**src/sv/dssp_pkg.sv**
```systemverilog
`default_nettype none

package dssp_pkg;

   localparam int unsigned ADC_W     = 10;
   localparam int unsigned LIMIT_W   = 7;
   localparam int unsigned PCT_W     = 7;
   localparam int unsigned DIGIT_W   = 2;
   localparam int unsigned SEG_W     = 8;
   localparam int unsigned GLYPH_W   = 4;
   localparam int unsigned CSR_IDX_W = 3;
   localparam int unsigned NUM_DIGITS = 3;

   // scaled numerator |(x - lo) * 100| and its quotient
   localparam int unsigned NUM_W = 17;

   localparam logic [PCT_W-1:0] PCT_FULL = 7'd100;

   localparam logic [ADC_W-1:0]   RST_LOW_A  = 10'd190;
   localparam logic [ADC_W-1:0]   RST_HIGH_A = 10'd833;
   localparam logic [ADC_W-1:0]   RST_LOW_B  = 10'd87;
   localparam logic [ADC_W-1:0]   RST_HIGH_B = 10'd413;
   localparam logic [LIMIT_W-1:0] RST_LIMIT  = 7'd10;

   typedef enum logic [CSR_IDX_W-1:0] {
      REG_LOW_A          = 3'd0,
      REG_HIGH_A         = 3'd1,
      REG_LOW_B          = 3'd2,
      REG_HIGH_B         = 3'd3,
      REG_MISMATCH_LIMIT = 3'd4
   } csr_index_type;

   localparam logic [DIGIT_W-1:0] DIGIT_HUNDREDS = 2'd0;
   localparam logic [DIGIT_W-1:0] DIGIT_TENS     = 2'd1;
   localparam logic [DIGIT_W-1:0] DIGIT_ONES     = 2'd2;

   localparam logic [GLYPH_W-1:0] GLYPH_E = 4'd10;
   localparam logic [GLYPH_W-1:0] GLYPH_R = 4'd11;

   localparam logic [SEG_W-1:0] SEG_E = 8'h06;
   localparam logic [SEG_W-1:0] SEG_R = 8'h2F;

   // queued display job: both latest samples and the digit to show
   typedef struct packed {
      logic [ADC_W-1:0]   sample_a;
      logic [ADC_W-1:0]   sample_b;
      logic [DIGIT_W-1:0] digit;
   } job_type;

   typedef struct packed {
      logic full;
      logic empty;
   } queue_status_type;

   function automatic logic [SEG_W-1:0] glyph_segments(input logic [GLYPH_W-1:0] g);
      logic [SEG_W-1:0] seg;
      case (g)
         4'd0:    seg = 8'h40;
         4'd1:    seg = 8'h79;
         4'd2:    seg = 8'h24;
         4'd3:    seg = 8'h30;
         4'd4:    seg = 8'h19;
         4'd5:    seg = 8'h12;
         4'd6:    seg = 8'h02;
         4'd7:    seg = 8'h78;
         4'd8:    seg = 8'h80;
         4'd9:    seg = 8'h18;
         4'd10:   seg = SEG_E;
         4'd11:   seg = SEG_R;
         default: seg = 8'h40;
      endcase
      return seg;
   endfunction

endpackage

`default_nettype wire

```
**src/sv/dssp_if.sv**
```systemverilog
`default_nettype none

interface dssp_req_if;
   logic                       valid;
   logic                       ready;
   logic [dssp_pkg::ADC_W-1:0] adc_value;

   modport source (output valid, output adc_value, input ready);
   modport sink   (input valid, input adc_value, output ready);
endinterface

interface dssp_rsp_if;
   logic                         valid;
   logic                         ready;
   logic [dssp_pkg::DIGIT_W-1:0] digit_select;
   logic [dssp_pkg::SEG_W-1:0]   segment_pattern;
   logic                         mismatch;

   modport source (output valid, output digit_select, output segment_pattern,
                   output mismatch, input ready);
   modport sink   (input valid, input digit_select, input segment_pattern,
                   input mismatch, output ready);
endinterface

`default_nettype wire

```
**src/sv/dssp_front.sv**
```systemverilog
`default_nettype none

module dssp_front #(
   parameter int unsigned SAMPLES_PER_DIGIT = 10
) (
   input  wire logic                       clock,
   input  wire logic                       reset,
   dssp_req_if.sink                        req_ch,
   input  wire dssp_pkg::queue_status_type q_status,
   output logic                            q_push,
   output dssp_pkg::job_type               q_job
);
   import dssp_pkg::*;

   localparam int unsigned TICK_W = $clog2(SAMPLES_PER_DIGIT + 1);
   localparam logic [TICK_W-1:0] TICK_LAST = TICK_W'(SAMPLES_PER_DIGIT - 1);

   logic [ADC_W-1:0]   sample_a_ff, sample_a_in;
   logic [ADC_W-1:0]   sample_b_ff, sample_b_in;
   logic               next_ch_ff, next_ch_in;
   logic [TICK_W-1:0]  tick_ff, tick_in;
   logic [DIGIT_W-1:0] digit_ff, digit_in;
   logic               accept;
   logic               tick_hit;

   assign req_ch.ready = !q_status.full;
   assign accept       = req_ch.valid && req_ch.ready;
   assign tick_hit     = (tick_ff == TICK_LAST);

   always_comb begin
      sample_a_in = sample_a_ff;
      sample_b_in = sample_b_ff;
      next_ch_in  = next_ch_ff;
      tick_in     = tick_ff;
      digit_in    = digit_ff;
      q_push      = 1'b0;
      if (accept) begin
         if (!next_ch_ff) begin
            sample_a_in = req_ch.adc_value;
         end else begin
            sample_b_in = req_ch.adc_value;
         end
         next_ch_in = !next_ch_ff;
         if (tick_hit) begin
            tick_in  = '0;
            digit_in = (digit_ff == DIGIT_ONES) ? DIGIT_HUNDREDS : digit_ff + 2'd1;
            q_push   = 1'b1;
         end else begin
            tick_in = tick_ff + TICK_W'(1);
         end
      end
      q_job.sample_a = sample_a_in;
      q_job.sample_b = sample_b_in;
      q_job.digit    = digit_in;
   end

   always_ff @(posedge clock) begin
      if (reset) begin
         sample_a_ff <= '0;
         sample_b_ff <= '0;
         next_ch_ff  <= 1'b0;
         tick_ff     <= '0;
         digit_ff    <= DIGIT_HUNDREDS;
      end else begin
         sample_a_ff <= sample_a_in;
         sample_b_ff <= sample_b_in;
         next_ch_ff  <= next_ch_in;
         tick_ff     <= tick_in;
         digit_ff    <= digit_in;
      end
   end

`ifndef SYNTHESIS
   a_push_only_on_accept: assert property (@(posedge clock) disable iff (reset)
      q_push |-> accept && tick_hit)
      else $error("job pushed without a display tick");

   a_tick_bounded: assert property (@(posedge clock) disable iff (reset)
      tick_ff <= TICK_LAST)
      else $error("tick counter past its wrap value");

   a_digit_advance: assert property (@(posedge clock) disable iff (reset)
      q_push |=> (digit_ff != $past(digit_ff)) && (digit_ff != 2'd3))
      else $error("digit index did not advance on a tick");
`endif

endmodule

`default_nettype wire

```
**src/sv/dssp_queue.sv**
```systemverilog
`default_nettype none

module dssp_queue (
   input  wire logic                 clock,
   input  wire logic                 reset,
   input  wire logic                 push,
   input  wire dssp_pkg::job_type    push_job,
   input  wire logic                 pop,
   output dssp_pkg::job_type         pop_job,
   output dssp_pkg::queue_status_type status
);
   import dssp_pkg::*;

   localparam int unsigned DEPTH = 2;
   localparam int unsigned PTR_W = $clog2(DEPTH);
   localparam int unsigned CNT_W = $clog2(DEPTH + 1);

   job_type            mem [DEPTH];
   logic [PTR_W-1:0]   wr_ptr_ff, wr_ptr_in;
   logic [PTR_W-1:0]   rd_ptr_ff, rd_ptr_in;
   logic [CNT_W-1:0]   count_ff, count_in;
   logic               do_push;
   logic               do_pop;

   assign status.full  = (count_ff == CNT_W'(DEPTH));
   assign status.empty = (count_ff == '0);
   assign do_push      = push && !status.full;
   assign do_pop       = pop && !status.empty;
   assign pop_job      = mem[rd_ptr_ff];

   always_comb begin
      wr_ptr_in = do_push ? wr_ptr_ff + PTR_W'(1) : wr_ptr_ff;
      rd_ptr_in = do_pop  ? rd_ptr_ff + PTR_W'(1) : rd_ptr_ff;
      count_in  = count_ff;
      if (do_push && !do_pop) begin
         count_in = count_ff + CNT_W'(1);
      end else if (do_pop && !do_push) begin
         count_in = count_ff - CNT_W'(1);
      end
   end

   always_ff @(posedge clock) begin
      if (do_push) begin
         mem[wr_ptr_ff] <= push_job;
      end
   end

   always_ff @(posedge clock) begin
      if (reset) begin
         wr_ptr_ff <= '0;
         rd_ptr_ff <= '0;
         count_ff  <= '0;
      end else begin
         wr_ptr_ff <= wr_ptr_in;
         rd_ptr_ff <= rd_ptr_in;
         count_ff  <= count_in;
      end
   end

`ifndef SYNTHESIS
   a_no_push_when_full: assert property (@(posedge clock) disable iff (reset)
      push |-> !status.full)
      else $error("job pushed into a full queue");

   a_no_pop_when_empty: assert property (@(posedge clock) disable iff (reset)
      pop |-> !status.empty)
      else $error("job popped from an empty queue");

   a_count_bounded: assert property (@(posedge clock) disable iff (reset)
      count_ff <= CNT_W'(DEPTH))
      else $error("queue count past depth");
`endif

endmodule

`default_nettype wire

```
**src/sv/dssp_back.sv**
```systemverilog
`default_nettype none

module dssp_back (
   input  wire logic                              clock,
   input  wire logic                              reset,
   input  wire logic                              csr_wr_en,
   input  wire logic [dssp_pkg::CSR_IDX_W-1:0]    csr_index,
   input  wire logic [dssp_pkg::ADC_W-1:0]        csr_wdata,
   input  wire dssp_pkg::queue_status_type        q_status,
   input  wire dssp_pkg::job_type                 q_job,
   output logic                                   q_pop,
   dssp_rsp_if.source                             rsp_ch
);
   import dssp_pkg::*;

   localparam int unsigned STEP_W = $clog2(NUM_W);
   localparam logic [STEP_W-1:0] STEP_LAST = STEP_W'(NUM_W - 1);

   typedef enum logic [5:0] {
      ST_IDLE  = 6'b000001,
      ST_LOAD  = 6'b000010,
      ST_DIV   = 6'b000100,
      ST_CALC  = 6'b001000,
      ST_TENS  = 6'b010000,
      ST_GLYPH = 6'b100000
   } state_type;

   state_type          state_ff, state_in;

   logic [ADC_W-1:0]   low_a_ff, high_a_ff, low_b_ff, high_b_ff;
   logic [LIMIT_W-1:0] limit_ff;

   job_type            job_ff, job_in;
   logic               sel_ff, sel_in;
   logic [NUM_W-1:0]   quot_ff, quot_in;
   logic [ADC_W-1:0]   rem_ff, rem_in;
   logic [ADC_W-1:0]   divisor_ff, divisor_in;
   logic               zero_ff, zero_in;
   logic [STEP_W-1:0]  step_ff, step_in;
   logic [PCT_W-1:0]   pct_a_ff, pct_a_in;
   logic [PCT_W-1:0]   pct_b_ff, pct_b_in;
   logic [PCT_W-1:0]   avg_ff, avg_in;
   logic               err_ff, err_in;
   logic [GLYPH_W-1:0] tens_ff, tens_in;

   logic               rsp_valid_ff, rsp_valid_in;
   logic [DIGIT_W-1:0] rsp_digit_ff, rsp_digit_in;
   logic [SEG_W-1:0]   rsp_seg_ff, rsp_seg_in;
   logic               rsp_mis_ff, rsp_mis_in;

   // operand setup for one percentage division
   logic [ADC_W-1:0]   x_sel, lo_sel, hi_sel;
   logic signed [10:0] delta, span;
   logic signed [17:0] num;
   logic [17:0]        num_abs;
   logic [10:0]        span_abs;
   // one restoring step
   logic [ADC_W:0]     rem_shift;
   logic               q_bit;
   logic [PCT_W-1:0]   pct_new;
   // digit math
   logic [PCT_W:0]     pct_sum;
   logic [PCT_W-1:0]   pct_diff;
   logic [14:0]        recip_prod;
   logic [PCT_W-1:0]   tens_x10;
   logic [PCT_W-1:0]   ones_full;
   logic [GLYPH_W-1:0] glyph;
   logic               out_free;

   assign out_free = !rsp_valid_ff || rsp_ch.ready;

   always_comb begin
      x_sel    = sel_ff ? job_ff.sample_b : job_ff.sample_a;
      lo_sel   = sel_ff ? low_b_ff  : low_a_ff;
      hi_sel   = sel_ff ? high_b_ff : high_a_ff;
      delta    = $signed({1'b0, x_sel}) - $signed({1'b0, lo_sel});
      span     = $signed({1'b0, hi_sel}) - $signed({1'b0, lo_sel});
      num      = 18'(delta) * 18'sd100;
      num_abs  = num[17] ? 18'(-num) : 18'(num);
      span_abs = span[10] ? 11'(-span) : 11'(span);

      rem_shift = {rem_ff, quot_ff[NUM_W-1]};
      q_bit     = (rem_shift >= {1'b0, divisor_ff});
      pct_new   = '0;

      pct_sum    = {1'b0, pct_a_ff} + {1'b0, pct_b_ff};
      pct_diff   = (pct_a_ff > pct_b_ff) ? pct_a_ff - pct_b_ff : pct_b_ff - pct_a_ff;
      // avg / 10 for avg below 1029
      recip_prod = 15'(avg_ff) * 15'd205;
      tens_x10   = 7'({tens_ff, 3'b000}) + 7'({tens_ff, 1'b0});
      ones_full  = avg_ff - tens_x10;

      if (err_ff) begin
         glyph = (job_ff.digit == DIGIT_HUNDREDS) ? GLYPH_E : GLYPH_R;
      end else begin
         case (job_ff.digit)
            DIGIT_HUNDREDS: glyph = (avg_ff == PCT_FULL) ? 4'd1 : 4'd0;
            DIGIT_TENS:     glyph = (tens_ff == 4'd10) ? 4'd0 : tens_ff;
            default:        glyph = ones_full[GLYPH_W-1:0];
         endcase
      end

      state_in     = state_ff;
      job_in       = job_ff;
      sel_in       = sel_ff;
      quot_in      = quot_ff;
      rem_in       = rem_ff;
      divisor_in   = divisor_ff;
      zero_in      = zero_ff;
      step_in      = step_ff;
      pct_a_in     = pct_a_ff;
      pct_b_in     = pct_b_ff;
      avg_in       = avg_ff;
      err_in       = err_ff;
      tens_in      = tens_ff;
      q_pop        = 1'b0;
      rsp_valid_in = rsp_valid_ff && !rsp_ch.ready;
      rsp_digit_in = rsp_digit_ff;
      rsp_seg_in   = rsp_seg_ff;
      rsp_mis_in   = rsp_mis_ff;

      case (state_ff)
         ST_IDLE: begin
            if (!q_status.empty) begin
               q_pop    = 1'b1;
               job_in   = q_job;
               sel_in   = 1'b0;
               state_in = ST_LOAD;
            end
         end
         ST_LOAD: begin
            // a quotient of the wrong sign, or zero span, saturates to zero
            zero_in    = (span == '0) || (num == '0) || (num[17] != span[10]);
            quot_in    = num_abs[NUM_W-1:0];
            divisor_in = span_abs[ADC_W-1:0];
            rem_in     = '0;
            step_in    = '0;
            state_in   = ST_DIV;
         end
         ST_DIV: begin
            rem_in  = q_bit ? ADC_W'(rem_shift - {1'b0, divisor_ff})
                            : rem_shift[ADC_W-1:0];
            quot_in = {quot_ff[NUM_W-2:0], q_bit};
            step_in = step_ff + STEP_W'(1);
            if (zero_ff) begin
               pct_new = '0;
            end else if (quot_in > NUM_W'(PCT_FULL)) begin
               pct_new = PCT_FULL;
            end else begin
               pct_new = quot_in[PCT_W-1:0];
            end
            if (step_ff == STEP_LAST) begin
               if (!sel_ff) begin
                  pct_a_in = pct_new;
                  sel_in   = 1'b1;
                  state_in = ST_LOAD;
               end else begin
                  pct_b_in = pct_new;
                  state_in = ST_CALC;
               end
            end
         end
         ST_CALC: begin
            avg_in   = pct_sum[PCT_W:1];
            err_in   = pct_diff > limit_ff;
            state_in = ST_TENS;
         end
         ST_TENS: begin
            tens_in  = recip_prod[14:11];
            state_in = ST_GLYPH;
         end
         ST_GLYPH: begin
            // hold until the output register frees up
            if (out_free) begin
               rsp_valid_in = 1'b1;
               rsp_digit_in = job_ff.digit;
               rsp_seg_in   = glyph_segments(glyph);
               rsp_mis_in   = err_ff;
               state_in     = ST_IDLE;
            end
         end
         default: begin
            state_in = ST_IDLE;
         end
      endcase
   end

   always_ff @(posedge clock) begin
      if (reset) begin
         low_a_ff  <= RST_LOW_A;
         high_a_ff <= RST_HIGH_A;
         low_b_ff  <= RST_LOW_B;
         high_b_ff <= RST_HIGH_B;
         limit_ff  <= RST_LIMIT;
      end else if (csr_wr_en) begin
         case (csr_index)
            REG_LOW_A:          low_a_ff  <= csr_wdata;
            REG_HIGH_A:         high_a_ff <= csr_wdata;
            REG_LOW_B:          low_b_ff  <= csr_wdata;
            REG_HIGH_B:         high_b_ff <= csr_wdata;
            REG_MISMATCH_LIMIT: limit_ff  <= csr_wdata[LIMIT_W-1:0];
            default: begin
               // drop writes to unmapped indexes
            end
         endcase
      end
   end

   always_ff @(posedge clock) begin
      if (reset) begin
         state_ff     <= ST_IDLE;
         rsp_valid_ff <= 1'b0;
      end else begin
         state_ff     <= state_in;
         rsp_valid_ff <= rsp_valid_in;
      end
   end

   always_ff @(posedge clock) begin
      job_ff       <= job_in;
      sel_ff       <= sel_in;
      quot_ff      <= quot_in;
      rem_ff       <= rem_in;
      divisor_ff   <= divisor_in;
      zero_ff      <= zero_in;
      step_ff      <= step_in;
      pct_a_ff     <= pct_a_in;
      pct_b_ff     <= pct_b_in;
      avg_ff       <= avg_in;
      err_ff       <= err_in;
      tens_ff      <= tens_in;
      rsp_digit_ff <= rsp_digit_in;
      rsp_seg_ff   <= rsp_seg_in;
      rsp_mis_ff   <= rsp_mis_in;
   end

   assign rsp_ch.valid           = rsp_valid_ff;
   assign rsp_ch.digit_select    = rsp_digit_ff;
   assign rsp_ch.segment_pattern = rsp_seg_ff;
   assign rsp_ch.mismatch        = rsp_mis_ff;

`ifndef SYNTHESIS
   a_error_glyphs: assert property (@(posedge clock) disable iff (reset)
      rsp_valid_ff && rsp_mis_ff |->
         (rsp_seg_ff == SEG_E && rsp_digit_ff == DIGIT_HUNDREDS) ||
         (rsp_seg_ff == SEG_R && rsp_digit_ff != DIGIT_HUNDREDS))
      else $error("mismatch flagged without the error word");

   a_digit_range: assert property (@(posedge clock) disable iff (reset)
      rsp_valid_ff |-> rsp_digit_ff != 2'd3)
      else $error("digit select out of range");

   a_pct_range: assert property (@(posedge clock) disable iff (reset)
      state_ff == ST_CALC |-> pct_a_ff <= PCT_FULL && pct_b_ff <= PCT_FULL)
      else $error("percentage above full scale");

   a_pop_only_idle: assert property (@(posedge clock) disable iff (reset)
      q_pop |-> state_ff == ST_IDLE && !q_status.empty)
      else $error("job taken while busy");
`endif

endmodule

`default_nettype wire

```
**src/sv/dual_sensor_percent_seven_seg.sv**
```systemverilog
// Two-sensor percentage monitor for a multiplexed three-digit seven-segment
// display. Conversion results arrive on req_ch alternating sensor A, sensor B
// (A first after reset). Every SAMPLES_PER_DIGIT-th transaction advances the
// digit (hundreds, tens, ones) and queues one display job; all other
// transactions produce nothing. Each job yields one rsp_ch transaction with the
// active-low segment byte of that digit of the average percentage, or of "Err"
// with mismatch set when the two sensors differ by more than the limit.
// The input side takes one transaction per cycle while the two-entry job queue
// has room. Each job runs two 17-step restoring divisions in one shared divider
// in the back end, which takes a new job only once the last one is in the
// output register; when it falls behind, the queue fills and the input stalls.
// Register writes on csr_* are to be made while no job is in flight.
`default_nettype none

module dual_sensor_percent_seven_seg #(
   parameter int unsigned SAMPLES_PER_DIGIT = 10
) (
   input  wire logic                           clock,
   input  wire logic                           reset,
   dssp_req_if.sink                            req_ch,
   dssp_rsp_if.source                          rsp_ch,
   input  wire logic                           csr_wr_en,
   input  wire logic [dssp_pkg::CSR_IDX_W-1:0] csr_index,
   input  wire logic [dssp_pkg::ADC_W-1:0]     csr_wdata
);
   import dssp_pkg::*;

   queue_status_type q_status;
   logic             q_push;
   logic             q_pop;
   job_type          push_job;
   job_type          pop_job;

   dssp_front #(
      .SAMPLES_PER_DIGIT (SAMPLES_PER_DIGIT)
   ) u_front (
      .clock    (clock),
      .reset    (reset),
      .req_ch   (req_ch),
      .q_status (q_status),
      .q_push   (q_push),
      .q_job    (push_job)
   );

   dssp_queue u_queue (
      .clock    (clock),
      .reset    (reset),
      .push     (q_push),
      .push_job (push_job),
      .pop      (q_pop),
      .pop_job  (pop_job),
      .status   (q_status)
   );

   dssp_back u_back (
      .clock     (clock),
      .reset     (reset),
      .csr_wr_en (csr_wr_en),
      .csr_index (csr_index),
      .csr_wdata (csr_wdata),
      .q_status  (q_status),
      .q_job     (pop_job),
      .q_pop     (q_pop),
      .rsp_ch    (rsp_ch)
   );

endmodule

`default_nettype wire

```
**src/flat_wrapper.sv**
```systemverilog
// flat-port wrapper written by rule: the top's interface ports become plain ports
module dual_sensor_percent_seven_seg_flat import dssp_pkg::*;
#(
   parameter int unsigned SAMPLES_PER_DIGIT = 10
)
  (clock, reset, csr_wr_en, csr_index, csr_wdata, req_ch_valid, req_ch_adc_value, req_ch_ready, rsp_ch_valid, rsp_ch_digit_select, rsp_ch_segment_pattern, rsp_ch_mismatch, rsp_ch_ready);
  dssp_req_if req_ch_i ();
  dssp_rsp_if rsp_ch_i ();
  input  wire logic clock;
  input  wire logic reset;
  input  wire logic csr_wr_en;
  input  wire logic [dssp_pkg::CSR_IDX_W-1:0] csr_index;
  input  wire logic [dssp_pkg::ADC_W-1:0] csr_wdata;
  input wire logic [$bits(req_ch_i.valid)-1:0] req_ch_valid;
  input wire logic [$bits(req_ch_i.adc_value)-1:0] req_ch_adc_value;
  output wire logic [$bits(req_ch_i.ready)-1:0] req_ch_ready;
  output wire logic [$bits(rsp_ch_i.valid)-1:0] rsp_ch_valid;
  output wire logic [$bits(rsp_ch_i.digit_select)-1:0] rsp_ch_digit_select;
  output wire logic [$bits(rsp_ch_i.segment_pattern)-1:0] rsp_ch_segment_pattern;
  output wire logic [$bits(rsp_ch_i.mismatch)-1:0] rsp_ch_mismatch;
  input wire logic [$bits(rsp_ch_i.ready)-1:0] rsp_ch_ready;
  assign req_ch_i.valid = req_ch_valid;
  assign req_ch_i.adc_value = req_ch_adc_value;
  assign req_ch_ready = req_ch_i.ready;
  assign rsp_ch_valid = rsp_ch_i.valid;
  assign rsp_ch_digit_select = rsp_ch_i.digit_select;
  assign rsp_ch_segment_pattern = rsp_ch_i.segment_pattern;
  assign rsp_ch_mismatch = rsp_ch_i.mismatch;
  assign rsp_ch_i.ready = rsp_ch_ready;
  dual_sensor_percent_seven_seg #(.SAMPLES_PER_DIGIT(SAMPLES_PER_DIGIT)) u_core (.clock(clock), .reset(reset), .req_ch(req_ch_i), .rsp_ch(rsp_ch_i), .csr_wr_en(csr_wr_en), .csr_index(csr_index), .csr_wdata(csr_wdata));
endmodule
```
**config.mk**
```make
export PLATFORM = sky130hd
export DESIGN_NAME = dual_sensor_percent_seven_seg_flat
export DESIGN_NICKNAME = d
export VERILOG_FILES = /design/src/sv/dssp_pkg.sv /design/src/sv/dssp_if.sv /design/src/sv/dssp_front.sv /design/src/sv/dssp_queue.sv /design/src/sv/dssp_back.sv /design/src/sv/dual_sensor_percent_seven_seg.sv /design/src/flat_wrapper.sv
export SDC_FILE = /design/constraint.sdc
export NUM_CORES = 1
export LEC_CHECK = 0
export BUFFER_PORTS_ARGS = -buffer_cell sky130_fd_sc_hd__buf_2
export CAP_MARGIN = 20
export CORE_ASPECT_RATIO = 0.6
export CORE_UTILIZATION = 50
export DETAILED_ROUTE_END_ITERATION = 6
export PLACE_DENSITY = 0.63
export SETUP_SLACK_MARGIN = 0.4
export SYNTH_ARGS = -nofsm -noshare
export SYNTH_HDL_FRONTEND = slang
export SYNTH_SLANG_ARGS = --single-unit
```
**constraint.sdc**
```tcl
create_clock -name clock -period 7.7 [get_ports clock]
set_clock_uncertainty 0.1 [all_clocks]
set_input_delay 0.385 -clock clock [delete_from_list [all_inputs] [get_ports clock]]
set_output_delay 0.385 -clock clock [all_outputs]
set_load 0.05 [all_outputs]
```
==> flow_metrics.env <==
export IMPL_ys_seq_area_share_pct=44.3
export IMPL_start_util_pct=51.6
export IMPL_synth_most_common_cell="edfxtp_1"
export IMPL_nets=1534
export IMPL_path_class="reg2reg"
export IMPL_rsz0062_at_grt="no"
export IMPL_via_per_inst=5.34
export IMPL_synth_top_area_share_pct=32.0
export IMPL_clock_tree_buffer_depth=3
export IMPL_cp_required_ns=7.85
export IMPL_synth_edf_count=147
export IMPL_die_x_um=217
export IMPL_worst_pin_slew_ns=0.953
export IMPL_fp_row_count=46
export IMPL_ys_types=70
export IMPL_cap_viol_max_count=0
export IMPL_avgRoutedWirePerCell_um=16.7
export IMPL_drc=1
export IMPL_path_delay_family="compound AO/OA/AOI/OAI gates"
export IMPL_cp_start_kind="register"
export IMPL_vias=9197
export IMPL_grt_pass1_wl_um=47200
export IMPL_cts_made_buffers=23
export IMPL_synthTopCellsByArea="edfxtp_1, ha_1, dfxtp_1, mux2_2, nand2_1"
export IMPL_async_flop_share_pct=0
export IMPL_syn_nets=1492
export IMPL_cts_max_level=1
export IMPL_synth_seq_cells=232
export IMPL_path_common_cell="ha_1"
export IMPL_crit_arrival_ns=6.85
export IMPL_yosysTopAreaCell="edfxtp_1"
export IMPL_endpoint_kind="register"
export IMPL_violations="design-rule violations"
export IMPL_synthTopCellsByCount="edfxtp_1, ha_1, nand2_1"
export IMPL_gr_usage_all_layers_pct=21.0
export IMPL_worstPathMaxFanout=20
export IMPL_drt_pass1_iterations=7
export IMPL_clkSinkCount=232
export IMPL_port_buffers=40
export IMPL_slew_violations=0
export IMPL_dieArea_sq_um=28300
export IMPL_netlist_instances=1301
export IMPL_cts_hold_buf=0
export IMPL_yosysWarnings=0
export IMPL_synth_area_sq_um=13800
export IMPL_critPathSlowestCell="xor2_2"
export IMPL_drtAntennaViolNets=0
export IMPL_setup_viol=0
export IMPL_min_period_over_period_pct=87.0
export IMPL_clk_pin_slew_ns=0.06
export IMPL_fmax_ghz=0.149
export IMPL_die_y_um=131
export IMPL_hpwlAfterDp_um=21300
export IMPL_drtIter0Drc=584
export IMPL_overflow=0
export IMPL_clk_latency_ns=0.53
export IMPL_worstPathBufferInverterCount=5
export IMPL_status="finished, violations left"
export IMPL_wirelength_um=28700
export IMPL_synth_flop_cell="edfxtp_1"
export IMPL_fin_setup_tns_ns=0
export IMPL_cts_root_buf="clkbuf_16"
export IMPL_grt_start_max_net_pins=85
export IMPL_num_io_pins=41
export IMPL_slowest_delay_ns=0.59
export IMPL_r2r_slack_ns=1.0
export IMPL_hp_class="in2reg"
export IMPL_coreArea_sq_um=26800
export IMPL_fin_crit_ns=6.70
export IMPL_synth_area_per_cell_sq_um=10.6
export IMPL_area_delta_synth_final_pct=10.3
export IMPL_relSlewSlack_pct=36.3
export IMPL_cts_tree="done"
export IMPL_gp_congestion=0.824
export IMPL_grt_pass1_vias=8860
export IMPL_grt_antenna_before_repair=2
export IMPL_hold_viol=0
export IMPL_drive_gt1_share_pct=12.6
[placed cells by master (no fill, tap or decap), types with 17 or more instances in the layout]
cell / n
buf_2: 40
nor2b_1: 42
nor2_1: 97
nor3_1: 17
mux2_2: 65
nand3b_1: 24
clkbuf_16: 23
fa_1: 19
a21oi_1: 79
dfxtp_1: 85
o21ai_0: 41
edfxtp_1: 147
xor2_1: 39
ha_1: 144
inv_1: 97
nand2_1: 119
xnor2_1: 50
mux2i_1: 32
[sequential cells by signal (all words and copies together) (netlist names), 4 cells and up]
name / cells
u_core.u_back.high_b_ff: 10
u_core.u_back.limit_ff: 7
u_core.u_back.tens_ff: 4
u_core.u_back.state_ff: 6
u_core.u_back.low_b_ff: 10
u_core.u_front.sample_b_ff: 10
u_core.u_back.rsp_ch.segment_pattern: 8
u_core.u_back.rem_ff: 10
u_core.u_back.divisor_ff: 10
u_core.u_back.avg_ff: 7
u_core.u_back.quot_ff: 17
u_core.u_back.pct_a_ff: 7
u_core.u_queue.mem: 44
u_core.u_back.high_a_ff: 10
u_core.u_front.tick_ff: 4
u_core.u_front.sample_a_ff: 10
u_core.u_back.pct_b_ff: 7
u_core.u_back.step_ff: 5
u_core.u_back.job_ff: 22
u_core.u_back.low_a_ff: 10
[through the flow]
stage	hold WS (ns)	setup WS [ns]	util [%]	instance area [sq um]	std cells
after floorplan	0.333	1.53	-	13800	1301
after global placement	0.341	0.931	53.8	14400	1673
after detailed placement	0.347	0.760	53.8	14400	1674
after CTS	0.00343	0.692	56.8	15200	1716
after global routing	0.0260	0.619	56.9	15200	1722
final	0.0292	0.999	56.9	15200	1722
[per-layer routing]
| layer | track usage (%) | vias to the layer above | share of wire [%] |
|---|---|---|---|
| met2 | 29.5 | 161 | 39 |
| met3 | 3.01 | 33 | 4.2 |
| met5 | 0 | - | 0 |
| met1 | 33.7 | 4357 | 55 |
| met4 | 4.85 | 0 | 1.7 |
| li1 | - | 4646 | - |
[final timing paths]
check / startpoint / to / cells after the start
max: u_core.u_back.sel_ff$_DFFE_PP_ / u_core.u_back.quot_ff[15]$_DFFE_PP_ / 25
min: csr_wdata[9] / u_core.u_back.high_a_ff[9]$_SDFFE_PP1P_ / 2
max reg2reg: u_core.u_back.sel_ff$_DFFE_PP_ / u_core.u_back.quot_ff[15]$_DFFE_PP_ / 25
min reg2reg: u_core.u_back.limit_ff[4]$_SDFFE_PP0P_ / u_core.u_back.limit_ff[4]$_SDFFE_PP0P_ / 2
[worst register-to-register path: stages, from the launching register on]
cell,delay [ns]
edfxtp_1,0.35
buf_4,0.17
buf_4,0.33
mux2_2,0.39
ha_1,0.34
o21a_1,0.13
o31a_1,0.13
o31a_1,0.28
o21a_1,0.19
a21bo_2,0.24
a21oi_1,0.18
xor2_1,0.21
inv_1,0.12
ha_1,0.29
inv_1,0.05
fa_1,0.49
inv_1,0.04
ha_1,0.29
ha_1,0.23
or3_1,0.32
nor3_1,0.27
o31ai_1,0.19
xor2_2,0.59
o21ai_0,0.26
xor2_1,0.21
a21oi_1,0.08
[cell type report]
type	count	area (sq um)
Fill cell	2308	11500
Antenna cell	2	5.00
Timing Repair Buffer	53	305
Clock buffer	27	601
Inverter	98	368
Tap cell	360	450
Clock inverter	15	189
Sequential cell	232	6120
Multi-Input combinational cell	935	7200
[logic make-up after synthesis]
family | synth area share (%)
AO/OA/AOI/OAI | 9.24
XOR/XNOR | 5.76
AND/OR/NAND/NOR | 13.5
multiplexers | 7.69
adder cells (fa/ha/maj) | 15.8
buffers and inverters | 3.71
flip-flops | 44.3
[repair_timing]
action                     in CTS  in global routing
resized for setup               0                  1
setup endpoints to repair       0                 14
setup buffers                   0                  4
Power is not shown: default switching activity piles up to over one toggle a cycle in this logic, so the estimate is an artifact.
